<file path="src/hw/rtl/fzri_pkg.sv">
package fzri_pkg;

	localparam logic [16:0] ONE  = 17'd65536;
	localparam logic [16:0] HALF = 17'd32768;
	localparam int          RULE_TABLE = 27;

	typedef enum logic [1:0] {
		REG_GRAD_SPAN,
		REG_RAD_SPAN,
		REG_DEG_SPAN,
		REG_FIRE_THR
	} cfg_reg_t;

	typedef enum logic [4:0] {
		ST_IDLE,
		ST_SCALE,
		ST_SC_STORE,
		ST_FZ_EVAL,
		ST_FZ_ACC,
		ST_FZ_DIV,
		ST_FZ_STORE,
		ST_RU_EVAL,
		ST_RU_ACC,
		ST_RU_MUL,
		ST_RU_FIRE,
		ST_CE_EVAL,
		ST_CE_ACC,
		ST_CE_MUL,
		ST_CE_SUM,
		ST_CE_DIV,
		ST_CE_STORE,
		ST_OUT_MUL,
		ST_DONE,
		ST_DIVW
	} state_t;

	typedef struct packed {
		logic [16:0] a;
		logic [16:0] b;
		logic [16:0] c;
		logic [16:0] d;
	} shape_t;

	typedef struct packed {
		logic [1:0]        nant;
		logic [0:2][2:0]   av;
		logic [0:2][2:0]   aset;
		logic [1:0]        ncon;
		logic [0:2][2:0]   cv;
		logic [0:2][2:0]   cset;
		logic [16:0]       w;
	} rule_t;

	localparam shape_t SHAPES [23] = '{
		'{17'd0,     17'd0,     17'd9830,  17'd19661},
		'{17'd9830,  17'd19661, 17'd19661, 17'd29491},
		'{17'd19661, 17'd32768, 17'd32768, 17'd45875},
		'{17'd36045, 17'd45875, 17'd45875, 17'd55706},
		'{17'd45875, 17'd55706, 17'd65536, 17'd65536},
		'{17'd0,     17'd0,     17'd19661, 17'd32768},
		'{17'd19661, 17'd32768, 17'd32768, 17'd45875},
		'{17'd32768, 17'd45875, 17'd45875, 17'd58982},
		'{17'd45875, 17'd58982, 17'd65536, 17'd65536},
		'{17'd0,     17'd0,     17'd13107, 17'd26214},
		'{17'd13107, 17'd26214, 17'd26214, 17'd39322},
		'{17'd26214, 17'd39322, 17'd39322, 17'd52429},
		'{17'd39322, 17'd52429, 17'd65536, 17'd65536},
		'{17'd0,     17'd0,     17'd16384, 17'd29491},
		'{17'd16384, 17'd29491, 17'd29491, 17'd42598},
		'{17'd29491, 17'd42598, 17'd42598, 17'd55706},
		'{17'd42598, 17'd55706, 17'd65536, 17'd65536},
		'{17'd0,     17'd0,     17'd19661, 17'd32768},
		'{17'd13107, 17'd32768, 17'd32768, 17'd52429},
		'{17'd32768, 17'd45875, 17'd65536, 17'd65536},
		'{17'd0,     17'd0,     17'd19661, 17'd32768},
		'{17'd19661, 17'd32768, 17'd32768, 17'd45875},
		'{17'd32768, 17'd45875, 17'd65536, 17'd65536}
	};

	localparam logic [4:0] IN_FIRST  [8] = '{5'd0, 5'd5, 5'd9, 5'd13, 5'd9, 5'd17, 5'd17, 5'd17};
	localparam logic [2:0] IN_COUNT  [8] = '{3'd5, 3'd4, 3'd4, 3'd4, 3'd4, 3'd3, 3'd3, 3'd3};
	localparam logic [4:0] OUT_FIRST [6] = '{5'd0, 5'd0, 5'd0, 5'd0, 5'd20, 5'd17};
	localparam logic [2:0] OUT_COUNT [6] = '{3'd5, 3'd5, 3'd5, 3'd5, 3'd3, 3'd3};

	localparam rule_t RULES [RULE_TABLE] = '{
		'{2'd2, '{3'd0, 3'd1, 3'd0}, '{3'd1, 3'd1, 3'd0}, 2'd1, '{3'd0, 3'd0, 3'd0}, '{3'd2, 3'd0, 3'd0}, 17'd52429},
		'{2'd2, '{3'd0, 3'd1, 3'd0}, '{3'd0, 3'd0, 3'd0}, 2'd1, '{3'd0, 3'd0, 3'd0}, '{3'd4, 3'd0, 3'd0}, 17'd58982},
		'{2'd2, '{3'd0, 3'd1, 3'd0}, '{3'd3, 3'd2, 3'd0}, 2'd1, '{3'd0, 3'd0, 3'd0}, '{3'd0, 3'd0, 3'd0}, 17'd45875},
		'{2'd2, '{3'd0, 3'd1, 3'd0}, '{3'd4, 3'd3, 3'd0}, 2'd1, '{3'd0, 3'd0, 3'd0}, '{3'd0, 3'd0, 3'd0}, 17'd65536},
		'{2'd2, '{3'd4, 3'd0, 3'd0}, '{3'd3, 3'd2, 3'd0}, 2'd1, '{3'd0, 3'd0, 3'd0}, '{3'd3, 3'd0, 3'd0}, 17'd39322},
		'{2'd1, '{3'd1, 3'd0, 3'd0}, '{3'd2, 3'd0, 3'd0}, 2'd1, '{3'd1, 3'd0, 3'd0}, '{3'd3, 3'd0, 3'd0}, 17'd52429},
		'{2'd1, '{3'd1, 3'd0, 3'd0}, '{3'd3, 3'd0, 3'd0}, 2'd1, '{3'd1, 3'd0, 3'd0}, '{3'd4, 3'd0, 3'd0}, 17'd65536},
		'{2'd2, '{3'd1, 3'd0, 3'd0}, '{3'd0, 3'd1, 3'd0}, 2'd1, '{3'd1, 3'd0, 3'd0}, '{3'd0, 3'd0, 3'd0}, 17'd45875},
		'{2'd2, '{3'd5, 3'd1, 3'd0}, '{3'd2, 3'd1, 3'd0}, 2'd1, '{3'd1, 3'd0, 3'd0}, '{3'd2, 3'd0, 3'd0}, 17'd39322},
		'{2'd1, '{3'd4, 3'd0, 3'd0}, '{3'd3, 3'd0, 3'd0}, 2'd1, '{3'd1, 3'd0, 3'd0}, '{3'd3, 3'd0, 3'd0}, 17'd45875},
		'{2'd1, '{3'd2, 3'd0, 3'd0}, '{3'd0, 3'd0, 3'd0}, 2'd2, '{3'd2, 3'd3, 3'd0}, '{3'd0, 3'd4, 3'd0}, 17'd58982},
		'{2'd2, '{3'd2, 3'd4, 3'd0}, '{3'd1, 3'd0, 3'd0}, 2'd2, '{3'd3, 3'd5, 3'd0}, '{3'd3, 3'd2, 3'd0}, 17'd52429},
		'{2'd2, '{3'd2, 3'd0, 3'd0}, '{3'd3, 3'd1, 3'd0}, 2'd1, '{3'd2, 3'd0, 3'd0}, '{3'd3, 3'd0, 3'd0}, 17'd39322},
		'{2'd1, '{3'd6, 3'd0, 3'd0}, '{3'd2, 3'd0, 3'd0}, 2'd1, '{3'd3, 3'd0, 3'd0}, '{3'd3, 3'd0, 3'd0}, 17'd45875},
		'{2'd2, '{3'd3, 3'd2, 3'd0}, '{3'd0, 3'd3, 3'd0}, 2'd1, '{3'd2, 3'd0, 3'd0}, '{3'd1, 3'd0, 3'd0}, 17'd52429},
		'{2'd2, '{3'd3, 3'd1, 3'd0}, '{3'd1, 3'd2, 3'd0}, 2'd1, '{3'd2, 3'd0, 3'd0}, '{3'd1, 3'd0, 3'd0}, 17'd45875},
		'{2'd2, '{3'd3, 3'd0, 3'd0}, '{3'd2, 3'd1, 3'd0}, 2'd1, '{3'd2, 3'd0, 3'd0}, '{3'd3, 3'd0, 3'd0}, 17'd39322},
		'{2'd2, '{3'd3, 3'd0, 3'd0}, '{3'd3, 3'd2, 3'd0}, 2'd1, '{3'd2, 3'd0, 3'd0}, '{3'd2, 3'd0, 3'd0}, 17'd32768},
		'{2'd1, '{3'd1, 3'd0, 3'd0}, '{3'd3, 3'd0, 3'd0}, 2'd3, '{3'd4, 3'd1, 3'd0}, '{3'd2, 3'd4, 3'd0}, 17'd65536},
		'{2'd1, '{3'd2, 3'd0, 3'd0}, '{3'd0, 3'd0, 3'd0}, 2'd2, '{3'd4, 3'd3, 3'd0}, '{3'd2, 3'd4, 3'd0}, 17'd65536},
		'{2'd2, '{3'd3, 3'd2, 3'd0}, '{3'd0, 3'd1, 3'd0}, 2'd2, '{3'd4, 3'd2, 3'd0}, '{3'd2, 3'd0, 3'd0}, 17'd58982},
		'{2'd2, '{3'd4, 3'd2, 3'd0}, '{3'd3, 3'd1, 3'd0}, 2'd2, '{3'd4, 3'd3, 3'd0}, '{3'd1, 3'd3, 3'd0}, 17'd52429},
		'{2'd2, '{3'd6, 3'd0, 3'd0}, '{3'd2, 3'd1, 3'd0}, 2'd1, '{3'd4, 3'd0, 3'd0}, '{3'd1, 3'd0, 3'd0}, 17'd45875},
		'{2'd1, '{3'd2, 3'd0, 3'd0}, '{3'd1, 3'd0, 3'd0}, 2'd1, '{3'd5, 3'd0, 3'd0}, '{3'd2, 3'd0, 3'd0}, 17'd52429},
		'{2'd2, '{3'd4, 3'd7, 3'd0}, '{3'd0, 3'd2, 3'd0}, 2'd1, '{3'd5, 3'd0, 3'd0}, '{3'd2, 3'd0, 3'd0}, 17'd45875},
		'{2'd3, '{3'd2, 3'd0, 3'd1}, '{3'd2, 3'd2, 3'd1}, 2'd1, '{3'd5, 3'd0, 3'd0}, '{3'd0, 3'd0, 3'd0}, 17'd32768},
		'{2'd2, '{3'd7, 3'd6, 3'd0}, '{3'd2, 3'd2, 3'd0}, 2'd1, '{3'd5, 3'd0, 3'd0}, '{3'd2, 3'd0, 3'd0}, 17'd52429}
	};

endpackage

</file>
<file path="src/hw/rtl/fuzzy_rule_inference_engine.sv">
// Fuzzy rule inference engine: one request of eight sensor readings in, one request of six
// scaled centroids and a fired-rule count out. Levels and centroids are Q1.16, boost and
// cooling Q2.16, orbit_delta signed in units of 2^-16. The block takes one request at a
// time; s_tready is high only while it is idle. Every division (raw scaling, membership
// slopes, input re-crisping, output centroids) runs on one shared restoring divider at one
// quotient bit per cycle. The three raw readings are scaled first, each by its span.
// Fuzzification then evaluates every membership of each input, dividing only where the
// input lands on a slope, and re-crisps each input from its weighted sum; each rule takes
// the minimum of its antecedents, is weighted and fires above the threshold. Each output
// then walks CENTROID_POINTS samples over all of its sets (five for the first four outputs,
// three for the last two), dividing for each set with nonzero strength whose slope holds
// the sample (at most two), and ends with a final division. A finished result waits in the
// output register while the next request is taken.
module fuzzy_rule_inference_engine #(
	parameter int CENTROID_POINTS = 1000,
	parameter int RULE_COUNT      = 27
) (
	input  logic         clk,
	input  logic         arst_n,
	input  logic         s_tvalid,
	output logic         s_tready,
	// energy, temperature, structure, orbit, solar levels (17b each), gradient, dose, wear raw (16b)
	input  logic [135:0] s_tdata,
	output logic         m_tvalid,
	input  logic         m_tready,
	// boost(18), cooling(18), orbit_delta(14), mitigation(17), emergency(17), upkeep(17), fired(5)
	output logic [111:0] m_tdata,
	input  logic         cfg_we,
	input  logic [1:0]   cfg_index,
	input  logic [16:0]  cfg_wdata
);
	import fzri_pkg::*;

	localparam int CENT_W = $clog2(CENTROID_POINTS);
	localparam int NUM_W  = 32 + CENT_W;
	localparam int DEN_W  = 17 + CENT_W;
	localparam int NRULES = (RULE_COUNT < RULE_TABLE) ? RULE_COUNT : RULE_TABLE;
	localparam logic [15:0]       X_STEP = 16'(65536 / CENTROID_POINTS);
	localparam logic [CENT_W:0]   R_STEP = (CENT_W+1)'(65536 % CENTROID_POINTS);
	localparam logic [CENT_W:0]   PTS    = (CENT_W+1)'(CENTROID_POINTS);

	state_t state_q, state_d, ret_q, ret_d;

	logic [15:0] grad_span_q, rad_span_q, deg_span_q;
	logic [16:0] fire_thr_q;

	logic [16:0] level_q [8];
	logic [16:0] crisp_q [8];
	logic [16:0] str_q [6][5];
	logic [16:0] str_n [6][5];
	logic [16:0] cent_q [6];

	logic [2:0]  i_q, j_q, v_q;
	logic [1:0]  a_q;
	logic [4:0]  r_q;
	logic [4:0]  fired_q;
	logic [16:0] m_q, act_q, agg_q;
	logic [19:0] sum_q;
	logic [21:0] wsum_q;
	logic [CENT_W-1:0] pt_q, xr_q;
	logic [15:0] x_q;
	logic [NUM_W-1:0] num_q;
	logic [DEN_W-1:0] den_q;

	logic [31:0] div_rem_q, div_quo_q, div_den_q;
	logic [47:0] div_lo_q;
	logic [5:0]  div_cnt_q;
	logic        div_start;
	logic [31:0] div_hi, div_den;
	logic [47:0] div_lo;
	logic [5:0]  div_steps;
	logic [32:0] div_t;

	logic [16:0] mul_a, mul_b;
	logic [33:0] mul_q;

	logic [4:0]  mem_s;
	logic [16:0] mem_x, mem_fast, mem_hi, mem_den;
	logic        mem_div;
	shape_t      sh;
	rule_t       rl;

	logic [16:0] act2, m2;
	logic [15:0] span_sel;
	logic [2:0]  n_sel;
	logic [CENT_W:0] xr_sum;
	logic        accept;

	assign accept = s_tvalid && s_tready;
	assign rl     = RULES[r_q];
	assign act2   = mul_q[32:16];
	assign m2     = (m_q < str_q[v_q][j_q]) ? m_q : str_q[v_q][j_q];
	assign n_sel  = IN_COUNT[i_q];
	assign xr_sum = {1'b0, xr_q} + R_STEP;
	assign div_t  = {div_rem_q, div_lo_q[47]};

	always_comb begin
		case (i_q)
			3'd5:    span_sel = grad_span_q;
			3'd6:    span_sel = rad_span_q;
			default: span_sel = deg_span_q;
		endcase
		if (span_sel == 16'd0)
			span_sel = 16'd1;
	end

	// membership classification
	always_comb begin
		sh       = SHAPES[mem_s];
		mem_div  = 1'b0;
		mem_fast = 17'd0;
		mem_hi   = 17'd0;
		mem_den  = 17'd1;
		if (mem_x >= sh.b && mem_x <= sh.c) begin
			mem_fast = ONE;
		end else if (mem_x <= sh.a || mem_x >= sh.d) begin
			mem_fast = 17'd0;
		end else if (mem_x < sh.b) begin
			mem_div = 1'b1;
			mem_hi  = mem_x - sh.a;
			mem_den = sh.b - sh.a;
		end else begin
			mem_div = 1'b1;
			mem_hi  = sh.d - mem_x;
			mem_den = sh.d - sh.c;
		end
	end

	always_comb begin
		for (int vi = 0; vi < 6; vi++) begin
			for (int si = 0; si < 5; si++) begin
				str_n[vi][si] = str_q[vi][si];
				for (int k = 0; k < 3; k++) begin
					if (2'(k) < rl.ncon && rl.cv[k] == 3'(vi) && rl.cset[k] == 3'(si)
					    && act2 > str_n[vi][si])
						str_n[vi][si] = act2;
				end
			end
		end
	end

	// next state
	always_comb begin
		state_d = state_q;
		case (state_q)
			ST_IDLE:     if (s_tvalid) state_d = ST_SCALE;
			ST_SCALE:    state_d = ST_DIVW;
			ST_SC_STORE: state_d = (i_q == 3'd7) ? ST_FZ_EVAL : ST_SCALE;
			ST_FZ_EVAL:  state_d = mem_div ? ST_DIVW : ST_FZ_ACC;
			ST_FZ_ACC:   state_d = (j_q == n_sel - 3'd1) ? ST_FZ_DIV : ST_FZ_EVAL;
			ST_FZ_DIV: begin
				if (sum_q != 20'd0)
					state_d = ST_DIVW;
				else
					state_d = (i_q == 3'd7) ? ST_RU_EVAL : ST_FZ_EVAL;
			end
			ST_FZ_STORE: state_d = (i_q == 3'd7) ? ST_RU_EVAL : ST_FZ_EVAL;
			ST_RU_EVAL:  state_d = mem_div ? ST_DIVW : ST_RU_ACC;
			ST_RU_ACC:   state_d = (a_q == rl.nant - 2'd1) ? ST_RU_MUL : ST_RU_EVAL;
			ST_RU_MUL:   state_d = ST_RU_FIRE;
			ST_RU_FIRE:  state_d = (r_q == 5'(NRULES - 1)) ? ST_CE_EVAL : ST_RU_EVAL;
			ST_CE_EVAL: begin
				if (str_q[v_q][j_q] != 17'd0 && mem_div)
					state_d = ST_DIVW;
				else
					state_d = ST_CE_ACC;
			end
			ST_CE_ACC:   state_d = (j_q == OUT_COUNT[v_q] - 3'd1) ? ST_CE_MUL : ST_CE_EVAL;
			ST_CE_MUL:   state_d = ST_CE_SUM;
			ST_CE_SUM:   state_d = (pt_q == CENT_W'(CENTROID_POINTS - 1)) ? ST_CE_DIV : ST_CE_EVAL;
			ST_CE_DIV: begin
				if (den_q != '0)
					state_d = ST_DIVW;
				else
					state_d = (v_q == 3'd5) ? ST_OUT_MUL : ST_CE_EVAL;
			end
			ST_CE_STORE: state_d = (v_q == 3'd5) ? ST_OUT_MUL : ST_CE_EVAL;
			ST_OUT_MUL:  state_d = ST_DONE;
			ST_DONE:     if (!m_tvalid || m_tready) state_d = ST_IDLE;
			ST_DIVW:     if (div_cnt_q == 6'd0) state_d = ret_q;
			default:     state_d = ST_IDLE;
		endcase
	end

	// outputs of the sequencer
	always_comb begin
		s_tready  = 1'b0;
		div_start = 1'b0;
		div_hi    = 32'd0;
		div_lo    = 48'd0;
		div_steps = 6'd16;
		div_den   = {15'd0, mem_den};
		ret_d     = ret_q;
		mul_a     = 17'd0;
		mul_b     = 17'd0;
		mem_s     = 5'd0;
		mem_x     = 17'd0;
		case (state_q)
			ST_IDLE: s_tready = 1'b1;
			ST_SCALE: begin
				div_start = 1'b1;
				div_lo    = {level_q[i_q][15:0], 32'd0};
				div_steps = 6'd32;
				div_den   = {16'd0, span_sel};
				ret_d     = ST_SC_STORE;
			end
			ST_FZ_EVAL: begin
				mem_s     = IN_FIRST[i_q] + 5'(j_q);
				mem_x     = level_q[i_q];
				div_start = mem_div;
				div_hi    = {15'd0, mem_hi};
				ret_d     = ST_FZ_ACC;
			end
			ST_FZ_DIV: begin
				div_start = (sum_q != 20'd0);
				div_hi    = {10'd0, 22'(wsum_q >> 1)};
				div_lo    = {wsum_q[0], 47'd0};
				div_steps = 6'd17;
				div_den   = {10'd0, 22'(sum_q) * 22'(n_sel - 3'd1)};
				ret_d     = ST_FZ_STORE;
			end
			ST_RU_EVAL: begin
				mem_s     = IN_FIRST[rl.av[a_q]] + 5'(rl.aset[a_q]);
				mem_x     = crisp_q[rl.av[a_q]];
				div_start = mem_div;
				div_hi    = {15'd0, mem_hi};
				ret_d     = ST_RU_ACC;
			end
			ST_RU_MUL: begin
				mul_a = act_q;
				mul_b = rl.w;
			end
			ST_CE_EVAL: begin
				mem_s     = OUT_FIRST[v_q] + 5'(j_q);
				mem_x     = {1'b0, x_q};
				div_start = mem_div && (str_q[v_q][j_q] != 17'd0);
				div_hi    = {15'd0, mem_hi};
				ret_d     = ST_CE_ACC;
			end
			ST_CE_MUL: begin
				mul_a = {1'b0, x_q};
				mul_b = agg_q;
			end
			ST_CE_DIV: begin
				div_start = (den_q != '0);
				div_hi    = 32'(num_q >> 16);
				div_lo    = {num_q[15:0], 32'd0};
				div_den   = 32'(den_q);
				ret_d     = ST_CE_STORE;
			end
			ST_OUT_MUL, ST_DONE: begin
				mul_a = cent_q[2];
				mul_b = 17'd13108;
			end
			default: ;
		endcase
	end

	// control registers
	always_ff @(posedge clk or negedge arst_n) begin
		if (!arst_n) begin
			state_q     <= ST_IDLE;
			ret_q       <= ST_IDLE;
			m_tvalid    <= 1'b0;
			div_cnt_q   <= 6'd0;
			grad_span_q <= 16'd25600;
			rad_span_q  <= 16'd65535;
			deg_span_q  <= 16'd2560;
			fire_thr_q  <= 17'd655;
		end else begin
			state_q <= state_d;
			if (div_start) begin
				ret_q     <= ret_d;
				div_cnt_q <= div_steps;
			end else if (div_cnt_q != 6'd0) begin
				div_cnt_q <= div_cnt_q - 6'd1;
			end
			if (state_q == ST_DONE && (!m_tvalid || m_tready))
				m_tvalid <= 1'b1;
			else if (m_tready)
				m_tvalid <= 1'b0;
			if (cfg_we) begin
				case (cfg_index)
					REG_GRAD_SPAN: grad_span_q <= cfg_wdata[15:0];
					REG_RAD_SPAN:  rad_span_q  <= cfg_wdata[15:0];
					REG_DEG_SPAN:  deg_span_q  <= cfg_wdata[15:0];
					REG_FIRE_THR:  fire_thr_q  <= cfg_wdata;
					default: ;
				endcase
			end
		end
	end

	// shared divider and multiplier
	always_ff @(posedge clk) begin
		mul_q <= mul_a * mul_b;
		if (div_start) begin
			div_rem_q <= div_hi;
			div_lo_q  <= div_lo;
			div_quo_q <= 32'd0;
			div_den_q <= div_den;
		end else if (div_cnt_q != 6'd0) begin
			div_lo_q <= {div_lo_q[46:0], 1'b0};
			if (div_t >= {1'b0, div_den_q}) begin
				div_rem_q <= 32'(div_t - {1'b0, div_den_q});
				div_quo_q <= {div_quo_q[30:0], 1'b1};
			end else begin
				div_rem_q <= div_t[31:0];
				div_quo_q <= {div_quo_q[30:0], 1'b0};
			end
		end
	end

	// datapath
	always_ff @(posedge clk) begin
		case (state_q)
			ST_IDLE: begin
				if (accept) begin
					for (int k = 0; k < 5; k++)
						level_q[k] <= (s_tdata[k*17 +: 17] > ONE) ? ONE : s_tdata[k*17 +: 17];
					for (int k = 0; k < 3; k++)
						level_q[5+k] <= {1'b0, s_tdata[85 + k*16 +: 16]};
					i_q <= 3'd5;
				end
			end
			ST_SC_STORE: begin
				level_q[i_q] <= (div_quo_q > 32'(ONE)) ? ONE : div_quo_q[16:0];
				i_q    <= i_q + 3'd1;
				j_q    <= 3'd0;
				sum_q  <= 20'd0;
				wsum_q <= 22'd0;
			end
			ST_FZ_EVAL, ST_RU_EVAL: begin
				if (!mem_div)
					m_q <= mem_fast;
			end
			ST_CE_EVAL: begin
				if (str_q[v_q][j_q] == 17'd0)
					m_q <= 17'd0;
				else if (!mem_div)
					m_q <= mem_fast;
			end
			ST_DIVW: begin
				m_q <= div_quo_q[16:0];
			end
			ST_FZ_ACC: begin
				sum_q  <= sum_q + 20'(m_q);
				wsum_q <= wsum_q + 22'(m_q) * 22'(j_q);
				j_q    <= j_q + 3'd1;
			end
			ST_FZ_DIV, ST_FZ_STORE: begin
				if (state_q == ST_FZ_STORE)
					crisp_q[i_q] <= div_quo_q[16:0];
				else if (sum_q == 20'd0)
					crisp_q[i_q] <= HALF;
				if (state_q == ST_FZ_STORE || sum_q == 20'd0) begin
					i_q    <= i_q + 3'd1;
					j_q    <= 3'd0;
					sum_q  <= 20'd0;
					wsum_q <= 22'd0;
					r_q    <= 5'd0;
					a_q    <= 2'd0;
					act_q  <= ONE;
					fired_q <= 5'd0;
					for (int vi = 0; vi < 6; vi++)
						for (int si = 0; si < 5; si++)
							str_q[vi][si] <= 17'd0;
				end
			end
			ST_RU_ACC: begin
				if (m_q < act_q)
					act_q <= m_q;
				a_q <= a_q + 2'd1;
			end
			ST_RU_FIRE: begin
				if (act2 > fire_thr_q) begin
					fired_q <= fired_q + 5'd1;
					str_q   <= str_n;
				end
				r_q   <= r_q + 5'd1;
				a_q   <= 2'd0;
				act_q <= ONE;
				v_q   <= 3'd0;
				pt_q  <= '0;
				xr_q  <= '0;
				x_q   <= 16'd0;
				j_q   <= 3'd0;
				agg_q <= 17'd0;
				num_q <= '0;
				den_q <= '0;
			end
			ST_CE_ACC: begin
				if (m2 > agg_q)
					agg_q <= m2;
				j_q <= j_q + 3'd1;
			end
			ST_CE_SUM: begin
				num_q <= num_q + NUM_W'(mul_q);
				den_q <= den_q + DEN_W'(agg_q);
				agg_q <= 17'd0;
				j_q   <= 3'd0;
				pt_q  <= pt_q + CENT_W'(1);
				if (xr_sum >= PTS) begin
					xr_q <= CENT_W'(xr_sum - PTS);
					x_q  <= x_q + X_STEP + 16'd1;
				end else begin
					xr_q <= CENT_W'(xr_sum);
					x_q  <= x_q + X_STEP;
				end
			end
			ST_CE_DIV, ST_CE_STORE: begin
				if (state_q == ST_CE_STORE)
					cent_q[v_q] <= div_quo_q[16:0];
				else if (den_q == '0)
					cent_q[v_q] <= HALF;
				if (state_q == ST_CE_STORE || den_q == '0) begin
					v_q   <= v_q + 3'd1;
					pt_q  <= '0;
					xr_q  <= '0;
					x_q   <= 16'd0;
					j_q   <= 3'd0;
					agg_q <= 17'd0;
					num_q <= '0;
					den_q <= '0;
				end
			end
			ST_DONE: begin
				if (!m_tvalid || m_tready) begin
					m_tdata <= {6'd0, fired_q, cent_q[5], cent_q[4], cent_q[3],
					            14'(mul_q[33:16]) - 14'd6554,
					            18'(HALF) + 18'(cent_q[1]) + 18'(cent_q[1] >> 1),
					            18'(HALF) + 18'(cent_q[0]) + 18'(cent_q[0] >> 1)};
				end
			end
			default: ;
		endcase
	end

`ifndef SYNTH
	a_idle_div: assert property (@(posedge clk) disable iff (!arst_n)
		state_q == ST_IDLE |-> div_cnt_q == 6'd0)
		else $error("divider busy while idle");
	a_one_req: assert property (@(posedge clk) disable iff (!arst_n)
		accept |=> !s_tready)
		else $error("second request taken during processing");
	a_fired: assert property (@(posedge clk) disable iff (!arst_n)
		state_q == ST_DONE |-> fired_q <= 5'(NRULES))
		else $error("fired count exceeds rule count");
	a_sample: assert property (@(posedge clk) disable iff (!arst_n)
		state_q == ST_CE_EVAL |-> {1'b0, xr_q} < PTS)
		else $error("sample remainder out of range");
`endif

endmodule
</file>
<file path="config.mk">
export PLATFORM = sky130hd
export DESIGN_NAME = fuzzy_rule_inference_engine
export DESIGN_NICKNAME = d
export VERILOG_FILES = /design/src/hw/rtl/fzri_pkg.sv /design/src/hw/rtl/fuzzy_rule_inference_engine.sv
export SDC_FILE = /design/constraint.sdc
export NUM_CORES = 2
export LEC_CHECK = 0
export ABC_AREA = 1
export BUFFER_PORTS_ARGS = -buffer_cell sky130_fd_sc_hd__clkbuf_2
export CORE_MARGIN = 8
export CORE_UTILIZATION = 50
export DETAILED_ROUTE_END_ITERATION = 16
export GPL_ROUTABILITY_DRIVEN = 1
export PLACE_DENSITY = 0.71
export SLEW_MARGIN = 5
export SYNTH_ARGS = -nofsm -noshare
export SYNTH_HDL_FRONTEND = slang
export SYNTH_SLANG_ARGS = --single-unit
</file>
<file path="constraint.sdc">
create_clock -name clk -period 75.7 [get_ports clk]
set_input_delay 7.57 -clock clk [delete_from_list [all_inputs] [get_ports clk]]
set_output_delay 7.57 -clock clk [all_outputs]
set_load 0.05 [all_outputs]
</file>
# Word-level counts from Yosys, hierarchy flattened

Memories as Yosys holds them, arrays and structs flattened. A register that Yosys moved wholly into a read port is not among the register bits.
Cells that the tools add are included.

Add/subtract/negate cells: 33
Multipliers: 3
Order comparisons: 117
Equality and inequality tests: 67
Mux-type cells: 238
Bitwise logic cells: 9
Reduce and logical (&&, ||, !) cells: 262

Operator list:

| cell                                                  | count |
|---|---|
| 17-bit two-way mux                                    | 115 |
| 17-bit greater-than comparator                        | 92 |
| 510-bit two-way mux                                   | 2 |
| 510-bit one-hot mux with 2 select lines               | 1 |
| 17-bit one-hot mux with 3 select lines                | 6 |
| 85-bit binary-select mux with 3-bit select            | 1 |
| 1-bit logical AND                                     | 202 |
| 85-bit two-way mux                                    | 2 |
| 27-bit one-hot mux with 3 select lines                | 2 |
| 48-bit one-hot mux with 3 select lines                | 1 |
| 68-bit two-way mux                                    | 2 |
| 42-bit one-hot mux with 3 select lines                | 1 |
| 57-bit two-way mux                                    | 2 |
| 5-bit one-hot mux with 20 select lines                | 1 |
| 32-bit two-way mux                                    | 3 |
| 48-bit two-way mux                                    | 2 |
| 17-bit greater-than comparator, second input constant | 5 |
| 5-bit two-way mux                                     | 17 |
| 26-bit one-hot mux with 3 select lines                | 1 |
| 17-bit subtractor                                     | 4 |
| 22-bit one-hot mux with 3 select lines                | 1 |
| 10-bit one-hot mux with 3 select lines                | 2 |
| 20-bit one-hot mux with 3 select lines                | 1 |
| 3-bit two-way mux                                     | 19 |
| 99 further kinds                                      | 244 |

Register bits after elaboration: 1,095
Bits in writable memories: 374
ROM bits: 4,168
Output and inout bits: 114
Word-level logic and storage cells: 799
Memories: 10

Memories:

| name             | words | bits a word | read ports | clocked after Yosys merged registers in | wr ports | RTL line                           | RTL |
|---|---|---|---|---|---|---|---|
| (name not given) | 32    | 68          | 1          | 0                                       | 0        | fuzzy_rule_inference_engine.sv:109 | `sh = SHAPES[mem_s];` |
| (name not given) | 32    | 57          | 1          | 0                                       | 0        | fuzzy_rule_inference_engine.sv:90  | `assign rl = RULES[r_q];` |
| crisp_q          | 8     | 17          | 1          | 0                                       | 1        | fuzzy_rule_inference_engine.sv:48  | `logic [16:0] crisp_q [8];` |
| level_q          | 8     | 17          | 1          | 1                                       | 8        | fuzzy_rule_inference_engine.sv:47  | `logic [16:0] level_q [8];` |
| cent_q           | 6     | 17          | 6          | 3                                       | 1        | fuzzy_rule_inference_engine.sv:51  | `logic [16:0] cent_q [6];` |
| (name not given) | 8     | 5           | 1          | 0                                       | 0        | fuzzy_rule_inference_engine.sv:234 | `mem_s = OUT_FIRST[v_q] + 5'(j_q);` |
| 4 more memories  | n/a   | n/a         | n/a        | n/a                                     | n/a      | n/a                                |  |

# Depth between registers and ports, before layout

Depth after elaboration: 24
Mapped depth: 54
Gate-level depth less buffers: 52

# Worst setup path before layout

Ideal clock, no wire load.

Kind: flip-flop to flip-flop
From: register mul_q[16]
To: register fired_q[0], enable pin
Setup time: 1.569 ns
Arrival: 27.020 ns
Data required time: 74.131 ns
Setup slack: 47.111 ns
Stages on the path, launching flop included: 11
Buffers on the path: 1
Period minus slack after synthesis: 28.589 ns
Cells stage by stage: dfxtp_1 -> clkinv_1 -> clkbuf_1 -> ha_1 -> o21ai_0 -> a221oi_1 -> o221ai_1 -> a21oi_1 -> o21ai_0 -> a21oi_1 -> a21oi_1

Longest elaborated chain between the ends: 3

Ends and longest elaborated chain:

| item                            | RTL line                           | RTL |
|---|---|---|
| from (decl)                     | fuzzy_rule_inference_engine.sv:75  | `logic [33:0] mul_q;` |
| from (signal assigned)          | fuzzy_rule_inference_engine.sv:296 | `mul_q <= mul_a * mul_b;` |
| 17-bit greater-than comparator  | fuzzy_rule_inference_engine.sv:376 | `if (act2 > fire_thr_q) begin` |
| 2-bit inequality test (no line) | n/a                                |  |
| 3-bit AND reduction (no line)   | n/a                                |  |
| to (signal assigned)            | fuzzy_rule_inference_engine.sv:377 | `fired_q <= fired_q + 5'd1;` |
| to (decl)                       | fuzzy_rule_inference_engine.sv:56  | `logic [4:0] fired_q;` |

No other way between the ends.
A chain may end at the register's enable or synchronous reset.

# Worst setup path in the final report

From: register state_q[1]
To: output s_tready

Longest elaborated chain between the ends: 2

Ends and longest elaborated chain:

| item                   | RTL line                           | RTL |
|---|---|---|
| from (decl)            | fuzzy_rule_inference_engine.sv:42  | `state_t state_q, state_d, ret_q, ret_d;` |
| from (signal assigned) | fuzzy_rule_inference_engine.sv:271 | `state_q <= state_d;` |
| 5-bit zero test        | fuzzy_rule_inference_engine.sv:198 | `case (state_q)` |
| 1-bit two-way mux      | fuzzy_rule_inference_engine.sv:198 |  |
| to (decl)              | fuzzy_rule_inference_engine.sv:21  | `output logic s_tready,` |

No other way between the ends.

==> flow_metrics.py <==
metrics = {
    "global_route": {
        "grtUsageTotal_pct": 30.8,
        "grt_pass1_vias": 92800,
        "grt_max_degree": 185,
        "grt_pass1_wl_um": 565000,
        "grt-ovfl-total": 0,
        "antenna_found_initial": 21,
    },
    "critical_path": {
        "worst_ep_required_time_ns": 68.13,
        "crit_path_start": "state_q[1]",
        "r2r_end": "div_rem_q[29]",
        "worst-path-max-fanout": 6,
        "reg2reg_slack_ns": 65.39,
        "crit_arrival_ns": 2.82,
        "crit_path_end": "s_tready",
        "critical_path_class": "reg -> out",
        "reg2regPathDepth": 38,
        "timing.rr.start": "r_q[1]",
        "start_kind": "flip-flop",
        "crit_path_end_kind": "output port",
    },
    "power_and_ir_drop": {
        "ir_drop_uv": 40.6,
        "power_density_nw_per_um2": 36.0,
        "finalPower_uw": 4370,
        "p_leak_uw": 0.0575,
    },
    "sta": {
        "setup_violations": 0,
        "worst_pin_slew_ns": 1.33,
        "drv_slew": 0,
        "period_needed_ns": 10.39,
        "fin_tns_setup_ns": 0,
        "hold_violations": 0,
        "grt_setup_unrepaired": "no",
        "clock_skew_ns": 0.0870,
        "timing.hold.ws_ns": 0.403,
        "max-slew-margin-rel_pct": 11.3,
        "fmax_mhz": 96.2,
        "fin_crit_sh_pct": 13.7,
    },
    "die": {
        "die_w_um": 487,
        "core-area_um2": 221000,
        "chipHeight_um": 487,
        "initial_core_util_pct": 50.1,
        "rows": 173,
        "io_pins": 274,
        "die_area_um2": 237000,
    },
    "drt": {
        "vias": 98300,
        "firstDrtPassIters": 8,
        "via_per_inst": 5.83,
        "wire_per_inst_um": 22.4,
        "post-route-drc-count": 0,
        "wirelength_um": 377000,
        "dr.first_iter.drc_count": 11600,
        "ant_nets": 0,
    },
    "synthesis": {
        "ys_seq_area_share_pct": 37.8,
        "ys_seq_elements": 1431,
        "synth_area_um2": 111000,
        "syn_inst": 13700,
        "avgSynthCellArea_um2": 8.12,
        "async_flop_share_pct": 5.66,
        "synth.distinct_cells": 76,
        "synth_ff_type": "edfxtp_1",
        "synth_edf_count": 1281,
        "yosysWarnings": 0,
    },
    "clocking": {
        "tritoncts": "yes",
        "htreeDepth": 4,
        "ctsHoldBuffers": 0,
        "cts_made_buffers": 166,
        "clk_pin_slew_ns": 0.06,
        "cts_buffer_depth": 3,
        "post_cts_buffers": 0,
        "cts-resized-gates": 0,
        "clock_latency_ns": 0.89,
        "root_buffer": "clkbuf_16",
        "cts.sinks": 1431,
    },
    "finish": {
        "fin_nets": 15400,
        "nFillCells": 20500,
        "drive_gt1_share_pct": 6.01,
        "syn_to_final_growth_pct": 9.31,
        "stdcell_count": 16900,
    },
    "placement": {
        "port_buffers": 264,
        "dp_cells": 16600,
        "globalplace.congestion": 1.00,
        "dp_hpwl_um": 275000,
    },
    "run_status": {
        "status": "finished clean",
    },
    "job": {
        "cap_violations": 0,
    },
    "hold_path": {
        "hp-class": "reg -> reg",
    },
}
==> power by group <==
group | total, uW | internal [uW] | switching [uW]
sequential | 1140 | 1050 | 92.4
clock | 832 | 470 | 362
combinational | 2400 | 713 | 1680
==> worst min path at each step <==
stage                             start      endpoint  depth (start not counted)
after floorplan           cent_q[5][16]  m_tdata[100]                          0
after global placement     cent_q[4][1]   m_tdata[68]                          0
after detailed placement   cent_q[3][2]   m_tdata[52]                          0
after CTS                 cent_q[5][11]   m_tdata[95]                          0
after global routing      cent_q[5][11]   m_tdata[95]                          0
final                     cent_q[5][11]   m_tdata[95]                          0
==> routing by layer <==
metal / wire length [um] / share of wire [%] / global-route usage, % / vias to the layer above
met5: 84 / 0.022 / 0 / -
met4: 27400 / 7.3 / 18.5 / 12
met3: 39300 / 10 / 5.91 / 1082
met2: 165000 / 44 / 48.1 / 5076
met1: 146000 / 39 / 39.7 / 45900
li1: - / - / - / 46300
==> per-stage QoR <==
stage	setup WS, ns	util, %	area (um^2)
after floorplan	47.11	-	111000
after global placement	65.35	52.2	116000
after detailed placement	65.41	52.2	116000
after CTS	65.38	54.8	121000
after global routing	64.79	54.8	121000
final	65.31	54.8	121000
==> cells in the final DEF (no fill, tap or decap), types with 195 or more instances in the layout <==
cell type  netlist  routed
a21oi_1        952     949
buf_4           14     195
clkbuf_2         1     263
edfxtp_1      1281    1281
fa_1           304     304
ha_1          1154    1154
inv_1         1961    1959
nand2_1       2825    2821
nand3_1        486     486
nor2_1        1281    1265
o21ai_0       1453    1452
==> logic make-up after synthesis <==
kind of cell | Yosys count | share of synthesized area, %
AOI/OAI and AO/OA | 3053 | 15.3
xor gates and xnor gates | 170 | 1.34
adders and majority gates | 1458 | 18.5
buffers and inverters | 2550 | 8.76
DFF | 1431 | 37.8
muxes | 1 | 0.00902
other | 2 | 0.00677
and+or+nand+nor | 4996 | 18.3
==> worst max-delay path: stages (launching register included) <==
cell and delay, ns:
dfrtp_1 0.42, nor2_1 0.11, inv_1 0.12, nor3_1 0.89, clkbuf_2 0.44
==> sequential cells by signal (all words and copies together) (netlist names), 20 cells and up, named ones only <==
signal and cells:
div_den_q 27, m_tdata 106, sum_q 20, mul_q 34, den_q 27, cent_q 102, crisp_q 136, num_q 42
level_q 136, wsum_q 22, div_quo_q 32, div_rem_q 32, str_q 510
==> cells in the mapped netlist, drive strengths merged (5+ instances only) <==
library cell | n | share of area [%]
o221ai | 39 | 0.31
nor4 | 70 | 0.39
buf | 98 | 0.47
nand3 | 491 | 2.2
and2 | 22 | 0.12
edfxtp | 1281 | 35
o21ai | 1473 | 6.6
a21o | 19 | 0.13
ha | 1154 | 13
o31ai | 20 | 0.14
dfxtp | 69 | 1.2
nand4 | 138 | 0.78
xor2 | 112 | 0.88
clkinv | 20 | 0.068
o21a | 71 | 0.48
a31oi | 26 | 0.15
dfstp | 27 | 0.64
a22o | 42 | 0.33
o311ai | 5 | 0.039
nor2 | 1285 | 4.4
a211oi | 57 | 0.39
a22oi | 34 | 0.23
o211ai | 142 | 0.96
a311oi | 5 | 0.039
inv | 1969 | 6.7
fa | 304 | 5.5
a32o | 15 | 0.14
nand2 | 2829 | 9.6
nor4b | 10 | 0.079
o2111ai | 8 | 0.063
nor3 | 108 | 0.51
clkbuf | 463 | 1.6
a41oi | 6 | 0.047
or2 | 18 | 0.10
a21boi | 13 | 0.088
a221oi | 27 | 0.21
o22ai | 73 | 0.41
dfrtp | 54 | 1.2
o21bai | 7 | 0.047
nand3b | 12 | 0.081
xnor2 | 58 | 0.46
a21oi | 952 | 4.3
==> layout make-up <==
cell class              instances  area [um^2]  share of cell area [%]
multi-input cells            9703        59600                    49.1
flip-flops and latches       1431        42000                    34.6
inverters                    1989         7480                    6.16
clock buffers                 206         4350                    3.59
well taps                    2975         3720                    3.07
repair buffers                464         2900                    2.39
clock inverters                93         1250                    1.03
diodes                         12         30.0                  0.0248
Note: power is estimated with default switching activity, not from simulation.
